### src/rtl/ssdf_pkg.sv
`default_nettype none
// ----------------------------------------------------------------------------
// ssdf_pkg: shared types, codes and tables
// Command codes, the queue entry type and the seven-segment character table.
// ----------------------------------------------------------------------------
package ssdf_pkg;

   localparam int DIGITS_PER_CHIP = 8;
   localparam int BCD_DIGITS      = 10;
   localparam int CONV_STEPS      = 33;

   localparam logic [2:0] CMD_CHAR  = 3'd0;
   localparam logic [2:0] CMD_INT   = 3'd1;
   localparam logic [2:0] CMD_PAD   = 3'd2;
   localparam logic [2:0] CMD_FILL  = 3'd3;
   localparam logic [2:0] CMD_FLUSH = 3'd4;

   localparam logic [7:0] ASCII_ZERO  = 8'd48;
   localparam logic [7:0] ASCII_MINUS = 8'h2d;
   localparam logic [7:0] POINT_BIT   = 8'h80;

   typedef struct packed {
      logic [2:0]         command;
      logic [4:0]         position;
      logic signed [32:0] number_value;
      logic [7:0]         char_code;
      logic               decimal_point;
      logic [3:0]         digit_count;
   } cmd_entry_type;

   function automatic logic [7:0] seg_code(input logic [7:0] c);
      logic [7:0] r;
      unique case (c)
         8'h20: r = 8'h00;
         8'h30: r = 8'h7e;
         8'h31: r = 8'h30;
         8'h32: r = 8'h6d;
         8'h33: r = 8'h79;
         8'h34: r = 8'h33;
         8'h35: r = 8'h5b;
         8'h36: r = 8'h5f;
         8'h37: r = 8'h70;
         8'h38: r = 8'h7f;
         8'h39: r = 8'h7b;
         8'h2d: r = 8'h01;
         8'h5f: r = 8'h08;
         8'h41: r = 8'h77;
         8'h42: r = 8'h1f;
         8'h43: r = 8'h4e;
         8'h44: r = 8'h3d;
         8'h45: r = 8'h4f;
         8'h46: r = 8'h47;
         8'h47: r = 8'h7b;
         8'h48: r = 8'h37;
         8'h49: r = 8'h06;
         8'h4a: r = 8'h38;
         8'h4b: r = 8'h07;
         8'h4c: r = 8'h0e;
         8'h4d: r = 8'h40;
         8'h4e: r = 8'h15;
         8'h4f: r = 8'h3d;
         8'h50: r = 8'h67;
         8'h51: r = 8'h73;
         8'h52: r = 8'h40;
         8'h53: r = 8'h5b;
         8'h54: r = 8'h0f;
         8'h55: r = 8'h1c;
         8'h56: r = 8'h3e;
         8'h57: r = 8'h3f;
         8'h58: r = 8'h27;
         8'h59: r = 8'h13;
         8'h5a: r = 8'h4d;
         default: r = 8'h49;
      endcase
      return r;
   endfunction

endpackage
`default_nettype wire

### src/rtl/ssdf_front.sv
`default_nettype none
// ----------------------------------------------------------------------------
// ssdf_front: command intake
// Accepts request beats, drops unused command codes and queues the rest
// in a two-entry queue toward the execution side.
// ----------------------------------------------------------------------------
module ssdf_front (
   input  wire logic                   clock,
   input  wire logic                   reset,
   input  wire logic                   req_valid,
   output logic                        req_stall,
   input  wire logic [2:0]             req_command,
   input  wire logic [4:0]             req_position,
   input  wire logic signed [32:0]     req_number_value,
   input  wire logic [7:0]             req_char_code,
   input  wire logic                   req_decimal_point,
   input  wire logic [3:0]             req_digit_count,
   output logic                        q_valid,
   output ssdf_pkg::cmd_entry_type     q_entry,
   input  wire logic                   q_pop
);

   ssdf_pkg::cmd_entry_type entry_ff [2];
   ssdf_pkg::cmd_entry_type entry_in;
   logic       wr_ptr_ff, wr_ptr_in;
   logic       rd_ptr_ff, rd_ptr_in;
   logic [1:0] count_ff, count_in;
   logic       push;

   assign req_stall = (count_ff == 2'd2);
   assign push      = req_valid && !req_stall && (req_command <= ssdf_pkg::CMD_FLUSH);
   assign q_valid   = (count_ff != 2'd0);
   assign q_entry   = entry_ff[rd_ptr_ff];

   always_comb begin
      entry_in.command       = req_command;
      entry_in.position      = req_position;
      entry_in.number_value  = req_number_value;
      entry_in.char_code     = req_char_code;
      entry_in.decimal_point = req_decimal_point;
      entry_in.digit_count   = req_digit_count;
      wr_ptr_in = push ? ~wr_ptr_ff : wr_ptr_ff;
      rd_ptr_in = q_pop ? ~rd_ptr_ff : rd_ptr_ff;
      count_in  = count_ff + {1'b0, push} - {1'b0, q_pop};
   end

   always_ff @(posedge clock) begin
      if (reset) begin
         wr_ptr_ff <= 1'b0;
         rd_ptr_ff <= 1'b0;
         count_ff  <= 2'd0;
      end else begin
         wr_ptr_ff <= wr_ptr_in;
         rd_ptr_ff <= rd_ptr_in;
         count_ff  <= count_in;
      end
   end

   always_ff @(posedge clock) begin
      if (push) begin
         entry_ff[wr_ptr_ff] <= entry_in;
      end
   end

endmodule
`default_nettype wire

### src/rtl/ssdf_back.sv
`default_nettype none
// ----------------------------------------------------------------------------
// ssdf_back: command execution
// Holds the frame store, converts numbers to decimal with a shift-and-add
// unit, writes digits one per cycle and drives the result register.
// ----------------------------------------------------------------------------
module ssdf_back (
   input  wire logic                   clock,
   input  wire logic                   reset,
   input  wire logic                   q_valid,
   input  wire ssdf_pkg::cmd_entry_type q_entry,
   output logic                        q_pop,
   output logic                        rsp_valid,
   input  wire logic                   rsp_stall,
   output logic                        rsp_result_kind,
   output logic [4:0]                  rsp_next_position,
   output logic [31:0]                 rsp_frame_word,
   output logic                        rsp_last_word
);

   localparam logic [2:0] S_IDLE   = 3'd0;
   localparam logic [2:0] S_CONV   = 3'd1;
   localparam logic [2:0] S_SETUP  = 3'd2;
   localparam logic [2:0] S_EMIT   = 3'd3;
   localparam logic [2:0] S_REPORT = 3'd4;
   localparam logic [2:0] S_FLUSH  = 3'd5;

   logic [2:0]  state_ff, state_in;
   logic        is_int_ff, is_int_in;
   logic [4:0]  pos_ff, pos_in;
   logic [3:0]  ndig_ff, ndig_in;
   logic [3:0]  dig_ff, dig_in;
   logic [5:0]  cnt_ff, cnt_in;
   logic [32:0] bin_ff, bin_in;
   logic [39:0] bcd_ff, bcd_in;
   logic [31:0] store_ff [ssdf_pkg::DIGITS_PER_CHIP];
   logic [31:0] store_in [ssdf_pkg::DIGITS_PER_CHIP];

   logic        rsp_valid_ff, rsp_valid_in;
   logic        kind_ff, kind_in;
   logic [4:0]  npos_ff, npos_in;
   logic [31:0] word_ff, word_in;
   logic        last_ff, last_in;
   logic        out_load;

   logic        out_free;
   logic        wr_en;
   logic [4:0]  wr_pos;
   logic [7:0]  wr_code;
   logic        fill_en;
   logic [39:0] bcd_adj;
   logic [3:0]  nib [ssdf_pkg::BCD_DIGITS];
   logic [3:0]  top_idx;
   logic [3:0]  cur_digit;
   logic [32:0] raw;
   logic [7:0]  char_seg;

   assign out_free          = !rsp_valid_ff || !rsp_stall;
   assign rsp_valid         = rsp_valid_ff;
   assign rsp_result_kind   = kind_ff;
   assign rsp_next_position = npos_ff;
   assign rsp_frame_word    = word_ff;
   assign rsp_last_word     = last_ff;
   assign raw               = q_entry.number_value;

   always_comb begin
      for (int k = 0; k < ssdf_pkg::BCD_DIGITS; k++) begin
         nib[k] = bcd_ff[k*4 +: 4];
         bcd_adj[k*4 +: 4] = (nib[k] >= 4'd5) ? nib[k] + 4'd3 : nib[k];
      end
      top_idx = 4'd0;
      for (int k = 0; k < ssdf_pkg::BCD_DIGITS; k++) begin
         if (nib[k] != 4'd0) begin
            top_idx = 4'(k);
         end
      end
      cur_digit = (dig_ff < 4'(ssdf_pkg::BCD_DIGITS)) ? nib[dig_ff] : 4'd0;
      char_seg  = ssdf_pkg::seg_code(q_entry.char_code);
   end

   always_comb begin
      state_in  = state_ff;
      is_int_in = is_int_ff;
      pos_in    = pos_ff;
      ndig_in   = ndig_ff;
      dig_in    = dig_ff;
      cnt_in    = cnt_ff;
      bin_in    = bin_ff;
      bcd_in    = bcd_ff;
      q_pop     = 1'b0;
      wr_en     = 1'b0;
      wr_pos    = pos_ff;
      wr_code   = 8'd0;
      fill_en   = 1'b0;
      out_load  = 1'b0;
      kind_in   = kind_ff;
      npos_in   = npos_ff;
      word_in   = word_ff;
      last_in   = last_ff;

      unique case (state_ff)
         S_IDLE: begin
            if (q_valid) begin
               q_pop     = 1'b1;
               pos_in    = q_entry.position;
               ndig_in   = q_entry.digit_count;
               bcd_in    = 40'd0;
               cnt_in    = 6'(ssdf_pkg::CONV_STEPS);
               is_int_in = (q_entry.command == ssdf_pkg::CMD_INT);
               wr_pos    = q_entry.position;
               priority case (q_entry.command)
                  ssdf_pkg::CMD_CHAR: begin
                     wr_en   = 1'b1;
                     wr_code = q_entry.decimal_point ? (char_seg | ssdf_pkg::POINT_BIT)
                                                     : (char_seg & ~ssdf_pkg::POINT_BIT);
                     if (q_entry.position != 5'd0) begin
                        pos_in = q_entry.position - 5'd1;
                     end
                     state_in = S_REPORT;
                  end
                  ssdf_pkg::CMD_INT: begin
                     if (raw[32]) begin
                        bin_in  = ~raw + 33'd1;
                        wr_en   = 1'b1;
                        wr_code = ssdf_pkg::seg_code(ssdf_pkg::ASCII_MINUS);
                        if (q_entry.position != 5'd0) begin
                           pos_in = q_entry.position - 5'd1;
                        end
                     end else begin
                        bin_in = raw;
                     end
                     state_in = S_CONV;
                  end
                  ssdf_pkg::CMD_PAD: begin
                     bin_in   = {1'b0, raw[31:0]};
                     state_in = (q_entry.digit_count == 4'd0) ? S_REPORT : S_CONV;
                  end
                  ssdf_pkg::CMD_FILL: begin
                     fill_en = 1'b1;
                  end
                  default: begin
                     dig_in   = 4'd0;
                     state_in = S_FLUSH;
                  end
               endcase
            end
         end
         S_CONV: begin
            bcd_in = {bcd_adj[38:0], bin_ff[32]};
            bin_in = {bin_ff[31:0], 1'b0};
            cnt_in = cnt_ff - 6'd1;
            if (cnt_ff == 6'd1) begin
               state_in = S_SETUP;
            end
         end
         S_SETUP: begin
            dig_in   = is_int_ff ? top_idx : ndig_ff - 4'd1;
            state_in = S_EMIT;
         end
         S_EMIT: begin
            if (pos_ff != 5'd0) begin
               wr_en   = 1'b1;
               wr_code = ssdf_pkg::seg_code(ssdf_pkg::ASCII_ZERO + {4'd0, cur_digit});
               pos_in  = pos_ff - 5'd1;
            end
            if (dig_ff == 4'd0) begin
               state_in = S_REPORT;
            end else begin
               dig_in = dig_ff - 4'd1;
            end
         end
         S_REPORT: begin
            if (out_free) begin
               out_load = 1'b1;
               kind_in  = 1'b0;
               npos_in  = pos_ff;
               word_in  = 32'd0;
               last_in  = 1'b0;
               state_in = S_IDLE;
            end
         end
         S_FLUSH: begin
            if (out_free) begin
               out_load = 1'b1;
               kind_in  = 1'b1;
               npos_in  = 5'd0;
               word_in  = store_ff[dig_ff[2:0]];
               last_in  = (dig_ff[2:0] == 3'd7);
               dig_in   = dig_ff + 4'd1;
               if (dig_ff[2:0] == 3'd7) begin
                  state_in = S_IDLE;
               end
            end
         end
         default: begin
            state_in = S_IDLE;
         end
      endcase

      rsp_valid_in = out_load ? 1'b1 : (rsp_valid_ff && rsp_stall);
   end

   // Frame store update: a fill rewrites every word, a segment write
   // replaces one byte. Positions 1..8 and 9..16 share the word index.
   always_comb begin
      logic [2:0] idx;
      idx = 3'(wr_pos - 5'd1);
      for (int k = 0; k < ssdf_pkg::DIGITS_PER_CHIP; k++) begin
         store_in[k] = store_ff[k];
         if (fill_en) begin
            store_in[k] = {8'(k + 1), q_entry.char_code, 8'(k + 1), q_entry.char_code};
         end
      end
      if (wr_en && wr_pos != 5'd0 && wr_pos <= 5'd16) begin
         if (wr_pos > 5'd8) begin
            store_in[idx][23:16] = wr_code;
         end else begin
            store_in[idx][7:0] = wr_code;
         end
      end
   end

   always_ff @(posedge clock) begin
      if (reset) begin
         state_ff     <= S_IDLE;
         rsp_valid_ff <= 1'b0;
         for (int k = 0; k < ssdf_pkg::DIGITS_PER_CHIP; k++) begin
            store_ff[k] <= 32'd0;
         end
      end else begin
         state_ff     <= state_in;
         rsp_valid_ff <= rsp_valid_in;
         for (int k = 0; k < ssdf_pkg::DIGITS_PER_CHIP; k++) begin
            store_ff[k] <= store_in[k];
         end
      end
   end

   always_ff @(posedge clock) begin
      is_int_ff <= is_int_in;
      pos_ff    <= pos_in;
      ndig_ff   <= ndig_in;
      dig_ff    <= dig_in;
      cnt_ff    <= cnt_in;
      bin_ff    <= bin_in;
      bcd_ff    <= bcd_in;
      kind_ff   <= kind_in;
      npos_ff   <= npos_in;
      word_ff   <= word_in;
      last_ff   <= last_in;
   end

`ifndef SYNTHESIS
   a_pop_idle: assert property (@(posedge clock) disable iff (reset)
      q_pop |-> (state_ff == S_IDLE && q_valid))
      else $error("queue popped outside idle");
   a_conv_count: assert property (@(posedge clock) disable iff (reset)
      (state_ff == S_CONV) |-> (cnt_ff != 6'd0))
      else $error("conversion count underflow");
   a_flush_end: assert property (@(posedge clock) disable iff (reset)
      (state_ff == S_FLUSH && out_free && dig_ff[2:0] == 3'd7) |=> (state_ff == S_IDLE))
      else $error("flush did not end after the eighth word");
   a_word_kind: assert property (@(posedge clock) disable iff (reset)
      (rsp_valid_ff && kind_ff) |-> (npos_ff == 5'd0))
      else $error("frame word carries a position");
`endif

endmodule
`default_nettype wire

### src/rtl/seven_segment_digit_frame_builder_unit.sv
`default_nettype none
// A character print goes from the queue to the report state and then to the result register;
// a number print converts, sets up, then writes one digit per cycle (at most 15) and reports.
// The execution side takes one command at a time and pops the next only when the last is done,
// paced by the 33-step shift-and-add conversion; a flush gives 8 beats, one per cycle unless stalled.
// Reset is synchronous: the queue empties, the result valid clears, the frame store zeros.
// ----------------------------------------------------------------------------
// seven_segment_digit_frame_builder_unit: LED digit frame formatter
// Builds eight frame words for two chained eight-digit segment drivers.
// ----------------------------------------------------------------------------
module seven_segment_digit_frame_builder_unit (
   input  wire logic               clock,
   input  wire logic               reset,
   input  wire logic               req_valid,
   output logic                    req_stall,
   input  wire logic [2:0]         req_command,
   input  wire logic [4:0]         req_position,
   input  wire logic signed [32:0] req_number_value,
   input  wire logic [7:0]         req_char_code,
   input  wire logic               req_decimal_point,
   input  wire logic [3:0]         req_digit_count,
   output logic                    rsp_valid,
   input  wire logic               rsp_stall,
   output logic                    rsp_result_kind,
   output logic [4:0]              rsp_next_position,
   output logic [31:0]             rsp_frame_word,
   output logic                    rsp_last_word
);

   // The front side takes beats and queues commands; commands five to seven
   // are dropped there and never reach the execution side.
   logic                    q_valid;
   logic                    q_pop;
   ssdf_pkg::cmd_entry_type q_entry;

   ssdf_front u_front (
      .clock             (clock),
      .reset             (reset),
      .req_valid         (req_valid),
      .req_stall         (req_stall),
      .req_command       (req_command),
      .req_position      (req_position),
      .req_number_value  (req_number_value),
      .req_char_code     (req_char_code),
      .req_decimal_point (req_decimal_point),
      .req_digit_count   (req_digit_count),
      .q_valid           (q_valid),
      .q_entry           (q_entry),
      .q_pop             (q_pop)
   );

   // The back side owns the frame store and the result register, so a
   // stalled result never blocks the queue from filling.
   ssdf_back u_back (
      .clock             (clock),
      .reset             (reset),
      .q_valid           (q_valid),
      .q_entry           (q_entry),
      .q_pop             (q_pop),
      .rsp_valid         (rsp_valid),
      .rsp_stall         (rsp_stall),
      .rsp_result_kind   (rsp_result_kind),
      .rsp_next_position (rsp_next_position),
      .rsp_frame_word    (rsp_frame_word),
      .rsp_last_word     (rsp_last_word)
   );

endmodule
`default_nettype wire

### config.mk
export PLATFORM = sky130hd
export DESIGN_NAME = seven_segment_digit_frame_builder_unit
export DESIGN_NICKNAME = d
export VERILOG_FILES = /design/src/rtl/ssdf_pkg.sv /design/src/rtl/ssdf_front.sv /design/src/rtl/ssdf_back.sv /design/src/rtl/seven_segment_digit_frame_builder_unit.sv
export SDC_FILE = /design/constraint.sdc
export NUM_CORES = 1
export LEC_CHECK = 0
export BUFFER_PORTS_ARGS = -buffer_cell sky130_fd_sc_hd__buf_2
export CAP_MARGIN = 20
export CORE_MARGIN = 8
export CORE_UTILIZATION = 55
export CTS_BUF_LIST = sky130_fd_sc_hd__clkbuf_16
export DETAILED_ROUTE_END_ITERATION = 10
export GPL_TIMING_DRIVEN = 0
export PLACE_DENSITY = 0.75
export SLEW_MARGIN = 20
export SYNTH_ARGS = -nofsm -noshare
export SYNTH_HDL_FRONTEND = slang
export SYNTH_HIERARCHICAL = 1
export SYNTH_SLANG_ARGS = --single-unit
### constraint.sdc
create_clock -name clock -period 3.6 [get_ports clock]
set_input_delay 0.72 -clock clock [delete_from_list [all_inputs] [get_ports clock]]
set_output_delay 0.72 -clock clock [all_outputs]
set_load 0.03 [all_outputs]
# --- Word level (Yosys, flattened, before mapping) ---
# Memories as Yosys holds them, arrays and structs flattened. A register that Yosys moved wholly into a read port is not among the register bits.
# Cells that the tools add are included.
totals:
  out_inout_bits: 41
  ram_bits: 364
  regBits: 140
  mem_count: 4
  word_cells: 251
  inputBits: 58
  mem_bits_ro: 1792
op_classes:
  muxes: 118
  reduce_logical: 40
  n_lt_le_gt_ge: 17
  n_addsub: 21
  bitwise_logic: 13
  n_eq_ne: 22
memory_table:
  columns: ["name", "words", "width", "read_ports", "rd_ports_with_merged_regs", "write_ports", "line", "text"]
  rows:
  - ["(name not given)", 128, 7, 1, 0, 0, "ssdf_pkg.sv:33", "unique case (c)"]
  - ["(name not given)", 128, 7, 1, 0, 0, "ssdf_pkg.sv:33", null]
  - ["u_back.store_ff", 8, 32, 9, 1, 8, "ssdf_back.sv:36", "logic [31:0] store_ff [ssdf_pkg::DIGITS_PER_CHIP];"]
  - ["u_front.entry_ff", 2, 54, 1, 1, 1, "ssdf_front.sv:23", "ssdf_pkg::cmd_entry_type entry_ff [2];"]
op_table:
  columns: ["cell", "n"]
  rows:
  - ["two-way mux 32 bit", 18]
  - ["bitwise mux 256 bit", 2]
  - ["two-way mux 256 bit", 2]
  - ["demux 32 bit (select 3 bit)", 2]
  - ["case mux 33 bit (2 select lines)", 2]
  - ["two-way mux 4 bit", 25]
  - ["case mux 40 bit (2 select lines)", 1]
  - ["two-way mux 33 bit", 2]
  - ["case mux 32 bit (2 select lines)", 1]
  - ["greater-or-equal comparator 4 x 3 -> 1 bit, second input constant", 10]
  - ["two-way mux 40 bit", 1]
  - ["two-way mux 5 bit", 8]
  - ["two-way mux 8 bit", 5]
  - ["nonzero test 4 bit", 10]
  - ["adder 4 x 2 -> 4 bit, second input constant", 9]
  - ["adder 33 x 1 -> 33 bit, second input constant", 1]
  - ["NOT 33 bit", 1]
  - ["case mux 8 bit (2 select lines)", 2]
  - ["case mux 5 bit (2 select lines)", 3]
  - ["two-way mux 3 bit", 9]
  - ["two-way mux 24 bit", 1]
  - ["two-way mux 1 bit", 23]
  - ["case mux 3 bit (6 select lines)", 1]
  - ["binary-select mux 4 bit (select 4 bit)", 1]
  - ["47 further kinds", 91]

# --- Depth between registers and ports, before layout ---
# Gate-level depths: netlist (run 1).
# An unclocked memory read counts as a cell.
logic_depth:
  depth_word: 14
  ltp_mapped: 16
  ltp_nobuf: 12

# --- Hierarchy ---
# Netlist (run 1), hierarchy kept.
modules_own_cells:
  columns: ["mod", "area_per_inst_um2", "cells_each", "seq_area_each_um2", "instances"]
  rows:
  - ["ssdf_back", 19801.5, 1885, 9228.9, 1]
  - ["ssdf_front", 4200.3, 194, 3343.2, 1]

# --- Least setup slack after synthesis (run 1) ---
# OpenSTA, ideal clock, no wires.
synth_path:
  path_type: "input port to flip-flop"
  startpoint: "input port rsp_stall"
  endpoint: "register with a tool-made name"
  slack_ns: -0.223
  stages: 5
  setup_time_ns: 0.121
  arrival_time_ns: 3.703
  required_ns: 3.479
  path_buffers: 0
  cell_sequence: "a21oi_1 > o21ai_0 > o41a_1 > inv_1 > mux2_2"
synth_lines:
  columns: ["element", "line", "text"]
  rows:
  - ["start, declared", "seven_segment_digit_frame_builder_unit.sv:23", "input wire logic rsp_stall,"]

==> impl_metrics.py, run 1 <==
metrics = {
    "min_path": {
        "hold_path.class": "input port to register",
    },
    "cells_and_area": {
        "fin_cells": 2871,
        "area_delta_synth_final_pct": 13.9,
        "layout-drive-gt1-share": 0.199,
        "nets": 2349,
        "final_cell_area_um2": 27300,
    },
    "clocking": {
        "holdBufCountCts": 0,
        "cts_tree": "yes",
        "clkLatencyLatePin_ns": 0.60,
        "cts_root_buf": "clkbuf_16",
        "htree_levels": 2,
        "clock-sinks": 508,
        "clock_path_buffers": 3,
        "clk_pin_slew_ns": 0.07,
        "cts_buffers": 51,
    },
    "power_and_ir_drop": {
        "power_density_nw_per_um2": 777,
        "p_leak_nw": 9.81,
        "peakVddDrop_mv": 0.518,
        "p_total_mw": 21.2,
    },
    "timing": {
        "min_period_ns": 3.51,
        "setup_viol": 0,
        "holdWs_ns": 0.319,
        "clock_skew_ns": 0.0293,
        "slew_violations": 0,
        "fin_crit_sh": 0.976,
        "fmax_mhz": 284,
        "max_slew_margin": 0.326,
        "hold_viol": 0,
        "tightest_slew_ns": 1.01,
    },
    "floorplanning": {
        "io_pins": 99,
        "coreArea_um2": 43100,
        "fp.dieArea_um2": 50600,
        "start_util": 0.557,
        "die_x_um": 225,
        "rows": 76,
        "die_h_um": 225,
    },
    "placement": {
        "portBuffers": 98,
        "detailed_place_hpwl_um": 45500,
        "postPlaceCellArea_um2": 25400,
        "place_congestion": 0.956,
        "dp_cells": 2768,
    },
    "yosys": {
        "synth_seq_area_share": 0.524,
        "netlist_instances": 2079,
        "synth-seq-cells": 508,
        "yosysTopAreaCell": "edfxtp_1",
        "synth-main-ff-cell": "dfxtp_1",
        "syn_nets": 2185,
        "synth_edf_count": 240,
        "synth_top_area_frac": 0.300,
        "synth_area_um2": 24000,
        "synth_most_common_cell": "dfxtp_1",
        "ys_warn_count": 6,
        "async_flop_share": 0,
        "synth_common_cells": "268 x dfxtp_1, 240 x edfxtp_1, 207 x nor2_1",
        "synthTopCellsByArea": "edfxtp_1 30%, dfxtp_1 22%, mux4_2 6.6%",
        "synth_cell_types": 77,
        "avgSynthCellArea_um2": 11.5,
    },
    "flow_run": {
        "maxCapViolCount": 0,
    },
    "critical_path": {
        "worst-endpoint-required_ns": 4.04,
        "arrival_ns": 3.95,
        "crit_type": "register to register",
        "cp-start-kind": "register",
        "crit_fanout": 10,
        "end_kind": "register",
    },
    "routing": {
        "avgViaCountPerCell": 6.33,
        "dr.pass1.iters": 6,
        "dr_total_vias": 18200,
        "first_iter_violations": 2017,
        "wirelength_um": 65000,
        "wl_per_cell_um": 22.6,
        "postRouteAntennaNets": 0,
        "drc": 0,
    },
    "grt": {
        "gr-usage-all-layers": 0.252,
        "grt_pass1_wl_um": 101000,
        "overflow": 0,
        "grt_start_max_net_pins": 34,
        "grt_antenna_before_repair": 3,
        "grt_pass1_vias": 17800,
    },
    "outcome": {
        "status": "finished clean",
    },
}
## cells in the final DEF (no fill, tap or decap), types with 52 or more instances in the layout
master	synthesis	layout
edfxtp_1	240	240
dfxtp_1	268	268
clkbuf_16	0	52
nor2_1	207	200
inv_1	52	60
mux2i_1	68	67
o21ai_0	56	55
a211oi_1	105	104
buf_2	37	132
clkbuf_1	99	89
mux2_2	60	60
and2_1	133	133
mux4_2	70	70
nand2_1	106	106
a221oi_1	109	109
a21oi_1	76	74
## cells by family (layout without fill, tap and decap cells)
logic type,count (synthesis),in the layout,share of synthesized area
and+or+nand+nor,581,581,0.120
other,0,1,0
AOI/OAI and AO/OA,448,448,0.139
xor gates and xnor gates,64,64,0.0234
buffers and inverters,227,433,0.0439
adders and majority gates,48,48,0.0253
DFF,508,508,0.524
muxes,203,203,0.125
## flip-flops by register name, summed over array words and instances, names as in the netlist, 4 cells and up, named ones only
register                  cells
u_back/bcd_ff                40
u_front/entry_ff            108
u_back/rsp_frame_word        32
u_back/store_ff             256
u_back/rsp_next_position      5
u_back/pos_ff                 5
u_back/cnt_ff                 6
u_back/dig_ff                 4
u_back/ndig_ff                4
u_back/bin_ff                33
## worst max-delay path, stage by stage (launching register included)
cell	delay (ns)
edfxtp_1	0.36
buf_4	0.20
clkbuf_4	0.21
mux2_2	0.24
o22ai_1	0.08
o41a_1	0.53
inv_1	0.21
ha_1	0.20
inv_1	0.05
o22ai_2	0.31
a211oi_2	0.09
nor2_2	0.38
buf_2	0.35
a211oi_1	0.12
## area by class of cell
type                            count  area (µm²)
Antenna cell                        1        2.50
Buffer                            172         880
Clock buffer                       52        1300
Clock inverter                     43         405
Fill cell                        3312       15700
Inverter                           54         210
Multi-Input combinational cell   1344       10500
Sequential cell                   508       12600
Tap cell                          585         732
Timing Repair Buffer              112         693
## path summary, 6_finish.rpt
check,depth (start not counted),slack [ns],end,start
worst min-delay path,1,0.32,u_front/entry_ff[1][18]$_DFFE_PP_,req_number_value[5]
worst max register to register,13,0.09,u_back/store_ff[0][16]$_SDFF_PP0_,u_back/dig_ff[0]$_DFFE_PP_
worst min register to register,1,0.45,u_back/store_ff[5][29]$_SDFF_PP0_,u_back/store_ff[5][29]$_SDFF_PP0_
worst max-delay path,13,0.09,u_back/store_ff[0][16]$_SDFF_PP0_,u_back/dig_ff[0]$_DFFE_PP_
## per-layer routing
layer,GRT usage,up-vias,share of wire
met2,0.395,1002,0.45
met3,0.0569,219,0.10
met5,0,-,0.00023
met4,0.0958,2,0.036
met1,0.337,8909,0.41
li1,-,8044,-
## timing repair
| item | in CTS | in global routing |
|---|---|---|
| hold endpoints to repair | 0 | 0 |
| pin swaps | 4 | 4 |
| endpoints found under the setup margin | 120 | 120 |
| gates resized for setup | 24 | 32 |
| buffers inserted | 5 | 3 |
## power breakdown
part	leakage, nW	switching, mW	internal (mW)
Combinational	4.51	4.93	2.92
Sequential	4.43	0.639	7.34
Clock	0.873	2.27	3.13
## through the flow
stage               setup slack (ns)  setup TNS, ns   util
finish                        0.0850              0  0.635
global route                 -0.0113        -0.0155  0.634
CTS                         0.000302              0  0.632
detailed placement             -1.03         -52.19  0.590
global placement               -1.52        -237.28  0.586
floorplan                     -0.112         -12.15      -
Power figures use the tool's default switching activity.
==> run 2: changes to the inputs <==
--- a/config.mk
+++ b/config.mk
@@ -11,3 +11,2 @@
 export CORE_UTILIZATION = 55
-export CTS_BUF_LIST = sky130_fd_sc_hd__clkbuf_16
 export DETAILED_ROUTE_END_ITERATION = 10
==> constraint.sdc (replaced) <==
create_clock -name clock -period 2.9 [get_ports clock]
set_input_delay 0.58 -clock clock [delete_from_list [all_inputs] [get_ports clock]]
set_output_delay 0.58 -clock clock [all_outputs]
set_load 0.05 [all_outputs]
==> impl_metrics.py, run 2 (synthesized netlist as in run 1, its figures left out) <==
metrics = {
    "cells_and_area": {
        "multiInputGateArea_um2": 11900,
        "nets": 2416,
        "fin_cells": 2938,
        "regMostFlops": "u_back/store_ff",
        "antennaDiodeCount": 0,
        "final_cell_mix": "265 x dfxtp_1, 240 x edfxtp_1, 195 x nor2_1",
        "final_common_cell": "dfxtp_1",
        "area_delta_synth_final_pct": 24.2,
        "layout-drive-gt1-share": 0.326,
        "fillers": 2897,
        "largest_register_ffs": 256,
        "top_regs": "u_back/store_ff x256, u_front/entry_ff x108, u_back/bcd_ff x40",
        "seq_area_um2": 12600,
        "final_cell_area_um2": 29800,
    },
    "timing": {
        "min_period_ns": 3.23,
        "clock_skew_ns": 0.0253,
        "rsz0062_at_grt": "true",
        "setup_slack_ns": -0.335,
        "max_slew_margin": 0.375,
        "setup_viol": 146,
        "slew_violations": 0,
        "hold_viol": 0,
        "fin_crit_sh": 1.12,
        "tightest_slew_ns": 0.938,
        "holdWs_ns": 0.173,
        "fmax_mhz": 309,
    },
    "grt": {
        "gr-usage-all-layers": 0.257,
        "grt_pass1_vias": 18300,
        "grt_antenna_before_repair": 2,
        "overflow": 0,
        "grt_pass1_wl_um": 103000,
        "grt_start_max_net_pins": 48,
    },
    "routing": {
        "drc": 0,
        "avgViaCountPerCell": 6.41,
        "postRouteAntennaNets": 0,
        "wl_per_cell_um": 24.0,
        "wirelength_um": 70500,
        "first_iter_violations": 2174,
        "dr_total_vias": 18800,
        "dr.pass1.iters": 8,
    },
    "floorplanning": {
        "coreArea_um2": 43100,
        "fp.dieArea_um2": 50600,
        "start_util": 0.557,
        "die_x_um": 225,
        "die_h_um": 225,
        "io_pins": 99,
        "rows": 76,
    },
    "placement": {
        "dpl_worst_slack_ns": -0.915,
        "place_congestion": 0.952,
        "portBuffers": 98,
        "dp_cells": 2767,
        "detailed_place_hpwl_um": 45300,
        "postPlaceCellArea_um2": 25400,
    },
    "critical_path": {
        "ff2ff_path_depth": 15,
        "r2r_setup_slack_ns": -0.33,
        "end_kind": "register",
        "crit_type": "register to register",
        "crit_fanout": 10,
        "arrival_ns": 3.69,
        "cp-start-kind": "register",
        "worst-endpoint-required_ns": 3.35,
    },
    "min_path": {
        "min_path_cells": 1,
        "hold_path.class": "input port to register",
    },
    "power_and_ir_drop": {
        "p_leak_nw": 10.8,
        "p_total_mw": 29.5,
        "power_density_nw_per_um2": 990,
        "peakVddDrop_mv": 0.562,
    },
    "clocking": {
        "clk_pin_slew_ns": 0.06,
        "clock-sinks": 508,
        "cts_root_buf": "clkbuf_16",
        "clkLatencyLatePin_ns": 0.61,
        "clock_path_buffers": 3,
        "cts_buffers": 52,
        "holdBufCountCts": 0,
        "htree_levels": 2,
        "cts_tree": "yes",
    },
    "outcome": {
        "violations": "negative setup slack",
        "status": "complete, but fails checks",
    },
    "flow_run": {
        "maxCapViolCount": 0,
    },
}
-- run 2: changes by cell type in the layout (fill, tap and decap cells not counted), sizes merged --
cell	before	now
buf	183	260
clkdlybuf4s15	0	1
bufinv	7	5
clkbuf	153	156
inv	65	55
diode	1	0
clkinvlp	2	4
clkinv	23	20
-- run 2: metrics by stage --
stage               utilization  setup TNS, ns
floorplan                     -         -72.63
global placement          0.587        -354.10
detailed placement        0.590        -147.18
CTS                       0.659          -2.69
global route              0.692         -26.57
finish                    0.692         -15.16
-- run 2: layer usage --
metal | part of all wire | vias to the layer above | track usage
met5 | 0.00018 | - | 0
met4 | 0.044 | 2 | 0.100
met3 | 0.10 | 280 | 0.0614
met2 | 0.46 | 1143 | 0.416
met1 | 0.39 | 9208 | 0.333
li1 | - | 8195 | -
-- run 2: timing repair --
action / 4_1_cts / 5_1_grt
gates resized for setup: 211 / 247
cloned: 3 / 6
setup buffers: 48 / 41
pin swaps: 25 / 57
endpoints found under the setup margin: 339 / 287
hold endpoints to repair: 0 / 0
-- run 2: path summary, 6_finish.rpt --
check	startpoint	endpoint
setup / recovery	u_back/state_ff[1]$_SDFFE_PP0P_	u_back/store_ff[1][3]$_SDFF_PP0_
hold / removal	req_number_value[6]	u_front/entry_ff[0][19]$_DFFE_PP_
setup reg to reg	u_back/state_ff[1]$_SDFFE_PP0P_	u_back/store_ff[1][3]$_SDFF_PP0_
hold reg to reg	u_back/store_ff[7][26]$_SDFF_PP0_	u_back/store_ff[7][26]$_SDFF_PP0_
-- run 2: final cells by class --
class	instances	share of cell area
well taps	585	0.0246
inverters	54	0.00793
flip-flops and latches	508	0.422
plain buffers	156	0.0372
clock inverters	30	0.0104
repair buffers	194	0.0517
multi-input cells	1344	0.398
clock buffers	67	0.0483
-- run 2: critical path, cell delays in order, from the launching register on --
cell and delay (ns):
dfxtp_1 0.32, buf_6 0.14, or4b_4 0.56, inv_12 0.10, mux2i_4 0.28, buf_6 0.15, ha_4 0.17, inv_4 0.06
o21ai_4 0.21, buf_6 0.14, nor3_4 0.05, buf_6 0.14, buf_6 0.13, buf_8 0.14, a221oi_1 0.40, a211oi_2 0.10
-- run 2: where the power goes --
part | total, mW | internal (mW) | switching [mW]
Combinational | 12.6 | 5.22 | 7.41
Clock | 6.86 | 3.97 | 2.89
Sequential | 10.0 | 9.12 | 0.906
Total | 29.5 | 18.3 | 11.2
